File: config.mk
export PLATFORM = sky130hd
export DESIGN_NAME = ipv4_five_tuple_extractor
export DESIGN_NICKNAME = d
export VERILOG_FILES = /design/src/rtl/ipv4_fte_pkg.sv /design/src/rtl/ipv4_five_tuple_extractor.sv
export VERILOG_INCLUDE_DIRS = /design/src /design/src/rtl
export SDC_FILE = /design/constraint.sdc
export NUM_CORES = 1
export LEC_CHECK = 0
export ABC_AREA = 1
export BUFFER_PORTS_ARGS = -buffer_cell sky130_fd_sc_hd__clkbuf_2
export CORE_UTILIZATION = 41
export CTS_BUF_LIST = sky130_fd_sc_hd__clkbuf_4
export CTS_CLUSTER_SIZE = 12
export DETAILED_ROUTE_END_ITERATION = 10
export PLACE_DENSITY_LB_ADDON = 0.12
export SLEW_MARGIN = 40
export SYNTH_ARGS = -nofsm -noshare
export SYNTH_HDL_FRONTEND = slang
export SYNTH_SLANG_ARGS = --single-unit
File: constraint.sdc
create_clock -name i_clk -period 18.1 [get_ports i_clk]
set_clock_uncertainty 0.15 [all_clocks]
set_input_delay 3.62 -clock i_clk [delete_from_list [all_inputs] [get_ports i_clk]]
set_output_delay 3.62 -clock i_clk [all_outputs]
set_load 0.01 [all_outputs]
File: src/rtl/ipv4_five_tuple_extractor_macros.svh
// ----------------------------------------------------------------------------
// ipv4_five_tuple_extractor assertion macros
// shared property wrappers for the extractor checks
// ----------------------------------------------------------------------------
`ifndef IPV4_FIVE_TUPLE_EXTRACTOR_MACROS_SVH
`define IPV4_FIVE_TUPLE_EXTRACTOR_MACROS_SVH

// same-cycle implication, disabled in reset
`define FTE_ASSERT_IMPL(label, clk, rst_n, ante, cons) \
    label: assert property (@(posedge clk) disable iff (!(rst_n)) (ante) |-> (cons)) \
        else $error("five tuple extractor check failed");

// next-cycle implication, disabled in reset
`define FTE_ASSERT_NEXT(label, clk, rst_n, ante, cons) \
    label: assert property (@(posedge clk) disable iff (!(rst_n)) (ante) |=> (cons)) \
        else $error("five tuple extractor check failed");

`endif

File: src/rtl/ipv4_fte_pkg.sv
// ----------------------------------------------------------------------------
// ipv4_fte_pkg
// constants for the ipv4 five tuple extractor
// ----------------------------------------------------------------------------
`timescale 1ns / 1ps

package ipv4_fte_pkg;

    localparam int unsigned COUNT_W = 16;

    localparam logic [COUNT_W-1:0] COUNT_MAX     = 16'hFFFF;
    localparam logic [COUNT_W-1:0] MIN_HDR_BYTES = 16'd20;
    localparam logic [3:0]         VERSION_V4    = 4'd4;
    localparam logic [3:0]         MIN_IHL       = 4'd5;
    localparam logic [7:0]         PROTO_TCP     = 8'd6;
    localparam logic [7:0]         PROTO_UDP     = 8'd17;

    // fixed header byte positions
    localparam logic [COUNT_W-1:0] POS_VER_IHL  = 16'd0;
    localparam logic [COUNT_W-1:0] POS_LEN_HI   = 16'd2;
    localparam logic [COUNT_W-1:0] POS_LEN_LO   = 16'd3;
    localparam logic [COUNT_W-1:0] POS_PROTO    = 16'd9;
    localparam logic [COUNT_W-1:0] POS_SRC_LO   = 16'd12;
    localparam logic [COUNT_W-1:0] POS_SRC_HI   = 16'd15;
    localparam logic [COUNT_W-1:0] POS_DST_LO   = 16'd16;
    localparam logic [COUNT_W-1:0] POS_DST_HI   = 16'd19;

endpackage

File: src/rtl/ipv4_five_tuple_extractor.sv
// ----------------------------------------------------------------------------
// ipv4_five_tuple_extractor
// streams an ipv4 packet byte by byte and reports its five tuple
// ----------------------------------------------------------------------------
// Input channel: i_valid / o_ready carry one packet byte per word, with
// i_end_of_packet high on the final byte. Output channel: o_valid / i_ready
// carry one result word per packet (accepted flag, protocol, addresses,
// ports); rejected packets give an all-zero word.
// Every byte only updates the byte counter and captures header fields, so a
// byte is taken every cycle while o_ready is high. The result is registered
// and shows up on o_valid in the cycle after the final byte is accepted.
// Throughput: one byte per cycle while o_ready is high.
// While a result waits in the output register and i_ready is low, o_ready is
// low; the result register is the only thing that can hold bytes back.
// Reset (i_rst_n low, synchronous) clears the byte counter and the output
// valid; the next byte accepted is taken as the first byte of a packet.
// ----------------------------------------------------------------------------
`timescale 1ns / 1ps
`include "ipv4_five_tuple_extractor_macros.svh"

module ipv4_five_tuple_extractor
    import ipv4_fte_pkg::*;
(
    input  logic        i_clk,
    input  logic        i_rst_n,
    input  logic        i_valid,
    output logic        o_ready,
    input  logic [7:0]  i_packet_byte,
    input  logic        i_end_of_packet,
    output logic        o_valid,
    input  logic        i_ready,
    output logic        o_accepted,
    output logic [7:0]  o_protocol_number,
    output logic [31:0] o_src_addr,
    output logic [31:0] o_dst_addr,
    output logic [15:0] o_src_port,
    output logic [15:0] o_dst_port
);

    logic [COUNT_W-1:0] r_byte_count, n_byte_count;
    logic [3:0]         r_header_words, n_header_words;
    logic [3:0]         r_ip_version, n_ip_version;
    logic [15:0]        r_total_length, n_total_length;
    logic [7:0]         r_proto, n_proto;
    logic [31:0]        r_src_addr, n_src_addr;
    logic [31:0]        r_dst_addr, n_dst_addr;
    logic [15:0]        r_src_port, n_src_port;
    logic [15:0]        r_dst_port, n_dst_port;

    logic               r_out_valid;
    logic               r_accepted;
    logic [7:0]         r_out_proto;
    logic [31:0]        r_out_src_addr, r_out_dst_addr;
    logic [15:0]        r_out_src_port, r_out_dst_port;

    logic               in_fire;
    logic               out_fire;
    logic [COUNT_W-1:0] pos;
    logic               in_port_zone;
    logic [COUNT_W-1:0] hdr_bytes;
    logic [COUNT_W-1:0] hdr_plus4;
    logic               ok_base;
    logic               is_transport;
    logic               ok;

    assign in_fire  = i_valid && o_ready;
    assign out_fire = r_out_valid && i_ready;
    assign o_ready  = !r_out_valid || i_ready;
    assign pos      = r_byte_count;

    // hdr is a multiple of four, so the port window is pos/4 == ihl
    assign in_port_zone = (r_header_words >= MIN_IHL) &&
                          (pos[COUNT_W-1:2] == {{(COUNT_W-6){1'b0}}, r_header_words});

    always_comb begin
        n_byte_count   = (pos != COUNT_MAX) ? pos + 16'd1 : pos;
        n_header_words = r_header_words;
        n_ip_version   = r_ip_version;
        n_total_length = r_total_length;
        n_proto        = r_proto;
        n_src_addr     = r_src_addr;
        n_dst_addr     = r_dst_addr;
        n_src_port     = r_src_port;
        n_dst_port     = r_dst_port;
        if (pos == POS_VER_IHL) begin
            n_ip_version   = i_packet_byte[7:4];
            n_header_words = i_packet_byte[3:0];
        end else if (pos == POS_LEN_HI) begin
            n_total_length = {i_packet_byte, r_total_length[7:0]};
        end else if (pos == POS_LEN_LO) begin
            n_total_length = {r_total_length[15:8], i_packet_byte};
        end else if (pos == POS_PROTO) begin
            n_proto = i_packet_byte;
        end else if (pos >= POS_SRC_LO && pos <= POS_SRC_HI) begin
            n_src_addr = {r_src_addr[23:0], i_packet_byte};
        end else if (pos >= POS_DST_LO && pos <= POS_DST_HI) begin
            n_dst_addr = {r_dst_addr[23:0], i_packet_byte};
        end else if (in_port_zone) begin
            if (!pos[1]) begin
                n_src_port = {r_src_port[7:0], i_packet_byte};
            end else begin
                n_dst_port = {r_dst_port[7:0], i_packet_byte};
            end
        end
    end

    // checks run on the state as it stands after this byte
    assign hdr_bytes    = {{(COUNT_W-6){1'b0}}, n_header_words, 2'b00};
    assign hdr_plus4    = hdr_bytes + 16'd4;
    assign ok_base      = (n_byte_count >= MIN_HDR_BYTES) && (n_ip_version == VERSION_V4) &&
                          (n_header_words >= MIN_IHL) && (n_byte_count >= hdr_bytes) &&
                          (n_total_length >= hdr_bytes);
    assign is_transport = (n_proto == PROTO_TCP) || (n_proto == PROTO_UDP);
    assign ok           = ok_base && (!is_transport || (n_byte_count >= hdr_plus4));

    always_ff @(posedge i_clk) begin
        if (!i_rst_n) begin
            r_byte_count <= '0;
        end else if (in_fire) begin
            r_byte_count <= i_end_of_packet ? '0 : n_byte_count;
        end
    end

    always_ff @(posedge i_clk) begin
        if (in_fire) begin
            r_header_words <= n_header_words;
            r_ip_version   <= n_ip_version;
            r_total_length <= n_total_length;
            r_proto        <= n_proto;
            r_src_addr     <= n_src_addr;
            r_dst_addr     <= n_dst_addr;
            r_src_port     <= n_src_port;
            r_dst_port     <= n_dst_port;
        end
    end

    always_ff @(posedge i_clk) begin
        if (!i_rst_n) begin
            r_out_valid <= 1'b0;
        end else if (in_fire && i_end_of_packet) begin
            r_out_valid <= 1'b1;
        end else if (out_fire) begin
            r_out_valid <= 1'b0;
        end
    end

    always_ff @(posedge i_clk) begin
        if (in_fire && i_end_of_packet) begin
            r_accepted     <= ok;
            r_out_proto    <= ok ? n_proto : 8'd0;
            r_out_src_addr <= ok ? n_src_addr : 32'd0;
            r_out_dst_addr <= ok ? n_dst_addr : 32'd0;
            r_out_src_port <= (ok && is_transport) ? n_src_port : 16'd0;
            r_out_dst_port <= (ok && is_transport) ? n_dst_port : 16'd0;
        end
    end

    assign o_valid           = r_out_valid;
    assign o_accepted        = r_accepted;
    assign o_protocol_number = r_out_proto;
    assign o_src_addr        = r_out_src_addr;
    assign o_dst_addr        = r_out_dst_addr;
    assign o_src_port        = r_out_src_port;
    assign o_dst_port        = r_out_dst_port;

    `FTE_ASSERT_NEXT(a_last_gives_result, i_clk, i_rst_n, in_fire && i_end_of_packet,
        o_valid)
    `FTE_ASSERT_NEXT(a_count_cleared, i_clk, i_rst_n, in_fire && i_end_of_packet,
        r_byte_count == '0)
    `FTE_ASSERT_IMPL(a_reject_zero, i_clk, i_rst_n, o_valid && !o_accepted,
        o_protocol_number == 8'd0 && o_src_addr == 32'd0 && o_dst_addr == 32'd0 &&
        o_src_port == 16'd0 && o_dst_port == 16'd0)
    `FTE_ASSERT_IMPL(a_other_proto_no_ports, i_clk, i_rst_n,
        o_valid && o_protocol_number != PROTO_TCP && o_protocol_number != PROTO_UDP,
        o_src_port == 16'd0 && o_dst_port == 16'd0)

endmodule
==> reports/summary.txt <==
Combinational family with the most area after synthesis = simple AND/OR/NAND/NOR gates
CP peak stage delay = 0.14 ns
CTS Buf Count = 70
Combinational Power Share = 6.2%
HP Class = reg -> reg
DR vias = 8090
Antenna-violating nets left = 0
# IOs = 120
Area share of the largest cell type after synthesis = 60.50%
Non-Filler Instances = 1770
RSZ-0062 raised after global routing = no
Post-route DRC = 0
Most common cell after layout, fill and taps aside = nand2_1
Area of the multi-input gates = 3107 µm²
Pin count of the biggest net entering global routing = 74
Worst skew pair latency = 0.66 ns
CTS tree = yes
Worst Path Arrival = 3.95 ns
Sw frac = 22.78%
Die X = 169.2 µm
Kind of critical path = in -> out
FF+latch area = 7277 µm²
Setup bufs post-CTS = 0
Final Cell Area = 13380 µm²
Vias in the first global route = 8015
Hold_ws = 0.3673 ns
Synth Register Bits = 248
Result of the run = complete, no violations
Final hold viol count = 0
IR drop worst, VDD = 47.97 µV
Post-synthesis simple-gate area fraction = 17.14%
Starting Density = 42.19%
DIE AREA = 28640 µm²
I/O Buffers = 119
Leak Pwr = 6.258 nW
Sw power = 0.0002965 W
CTS clock-pin slew for the worst setup and hold paths = 0.06 ns
Sink Count = 248
Mapped Area = 11470 µm²
Most frequent cells in the layout = nand2_1, edfxtp_1, inv_1, nor2_1, clkbuf_2
Cells after Synth = 1188
Compound-Gate Fraction of Synth Area = 7.158%
# H-tree levels = 3
Routed WL per cell = 13.70 µm
First-pass GRT wire length = 39480 µm
Power share of the clock group = 42.5%
Area post-placement = 12400 µm²
CTS root buf = clkbuf_4
Max-Cap Viols = 0
Syn. warnings = 0
PnR worst setup slack = 10.38 ns
Filler cells = 2655
Chip height = 169.2 µm
Slew HR = 50.68%
Crit path max fanout = 3
Max Fclk = 0.1295 GHz
Crit path required time = 14.33 ns
Final setup fails = 0
Seq/Total Area, Yosys = 63.47%
Netlist cell types = 36
CTS max path bufs = 3
Total wire length = 24260 µm
Top area cells in the synthesized netlist = edfxtp_1, nand2_1, inv_1
Final #Nets = 1377
GRT Total Usage = 17.54%
Std-Cell Rows = 60
R2R Setup Slk = 14.09 ns
CP Capture Type = output pin
Placed Instances = 1647
Tcrit/Tclk final = 42.66%
Area share of xor/xnor cells in the synthesized design = 0.6111%
# hold bufs at CTS = 0
CP cell instances = clkbuf_2, inv_1, nand2_1, clkbuf_2
Syn-to-layout area delta = 16.67%
Adder-Cell Fraction of Synth Area = 1.855%
TNS Setup = 0 ns
Power share of the sequential group = 51.3%
Slowest-stage cell, CP = clkbuf_2
Slew @ Worst Pin = 0.7398 ns
PostCTS Resize Cnt = 0
Pwr dens = 97.27 nW/µm²
CP Launch Type = primary input
Dpl hpwl = 15840 µm
Gr ovfl total = 0
Dpl ws = 10.37 ns
Initial antenna violation count = 2
Final worst path period need = 7.722 ns
Core footprint = 27180 µm²
Internal power = 0.001005 W
Final RePlAce weighted congestion = 0.8427
Max Slew Vio Count = 0
TritonRoute pass-1 iters = 5
Cell taking the most area after synthesis = edfxtp_1
Post-DR vias/cell = 4.571
Synth Net Count = 1218
Post-synthesis area per instance = 9.652 µm²
Number of DRC markers in iteration 0 = 468
Share of cells above drive strength 1 = 18.77%
Post-synthesis mux area share = 0.1746%
Most frequent CP cell = clkbuf_2
## critical path: cells and delay by family
| kind | cells | cell delay [ns] |
|---|---|---|
| AND/OR/NAND/NOR | 1 | 0.08 |
| buffers and inverters | 3 | 0.25 |
## stage by stage
step	total power [W]	util [%]
2_1_floorplan	0.0007338	-
3_3_place_gp	0.0007600	45.60
3_5_place_dp	0.0007616	45.64
4_1_cts	0.001323	49.18
5_1_grt	0.001366	49.22
6_report	0.001301	49.23
## layout make-up
class / count / share of cell area (%)
sequential: 248 / 54.40
antenna: 2 / 0.03741
clock buffer: 106 / 5.948
clock inverter: 15 / 1.244
timing repair buffer: 126 / 4.901
inverter: 240 / 6.771
tap: 372 / 3.479
multi-input combinational: 661 / 23.22
## registers in the layout, indices dropped and copies added, names as in the netlist
signal and flops:
r_dst_port 16, o_dst_port 16, r_proto 8, r_ip_version 4, o_protocol_number 8, r_header_words 4
o_src_addr 32, r_src_addr 32, pos 16, o_dst_addr 32, o_src_port 16, r_src_port 16
o_valid 1, r_dst_addr 32, o_accepted 1, r_total_length 14
## cells by family after synthesis
logic type	count (synthesis)
adders and majority gates	17
muxes	2
xor gates and xnor gates	8
DFF	248
buffers and inverters	279
AOI/OAI and AO/OA	156
and+or+nand+nor	478
## metal layers
layer,track usage [%],up-vias,part of all wire (%)
met3,4.478,49,5.1
met5,0,-,0
li1,-,4190,-
met4,7.364,0,2.1
met2,28.95,183,48
met1,21.89,3668,45
## path summary, 6_finish.rpt
path              startpoint             end  cells after the start
setup / recovery     i_ready         o_ready                      4
hold / removal       pos[15]         pos[15]                      2
setup reg to reg     pos[12]  o_src_addr[15]                     15
hold reg to reg      pos[15]         pos[15]                      2
## cells in the mapped netlist
| cell | instances |
|---|---|
| a21o_1 | 1 |
| o21ai_2 | 2 |
| nand4_1 | 14 |
| buf_4 | 9 |
| edfxtp_1 | 231 |
| o21ai_0 | 89 |
| o21a_1 | 4 |
| nand3_2 | 4 |
| mux2i_1 | 2 |
| buf_6 | 1 |
| nor2_4 | 3 |
| a21oi_1 | 39 |
| nor3_1 | 9 |
| a211oi_1 | 2 |
| inv_1 | 232 |
| nand2_4 | 1 |
| clkbuf_1 | 18 |
| nand3b_1 | 4 |
| buf_1 | 2 |
| ha_1 | 17 |
| a21boi_0 | 1 |
| xnor2_1 | 2 |
| nor4_1 | 3 |
| clkinv_1 | 1 |
| and2_1 | 1 |
| nor2_2 | 1 |
| buf_2 | 9 |
| nor2_1 | 171 |
| dfxtp_1 | 17 |
| inv_2 | 7 |
| xor2_1 | 6 |
| nand2_1 | 235 |
| o21ai_1 | 13 |
| nand3_1 | 30 |
| o21bai_1 | 5 |
| nand2_2 | 2 |
## power groups by stage
stage,Sequential [W],Clock (W),Combinational [W]
finish,0.000667,0.000554,0.0000806
CTS,0.000667,0.000573,0.0000825
global placement,0.000679,0,0.0000809
floorplan,0.000685,0,0.0000493
detailed placement,0.000679,0,0.0000822
global route,0.000670,0.000604,0.0000932
(Power assumes the default switching activity.)
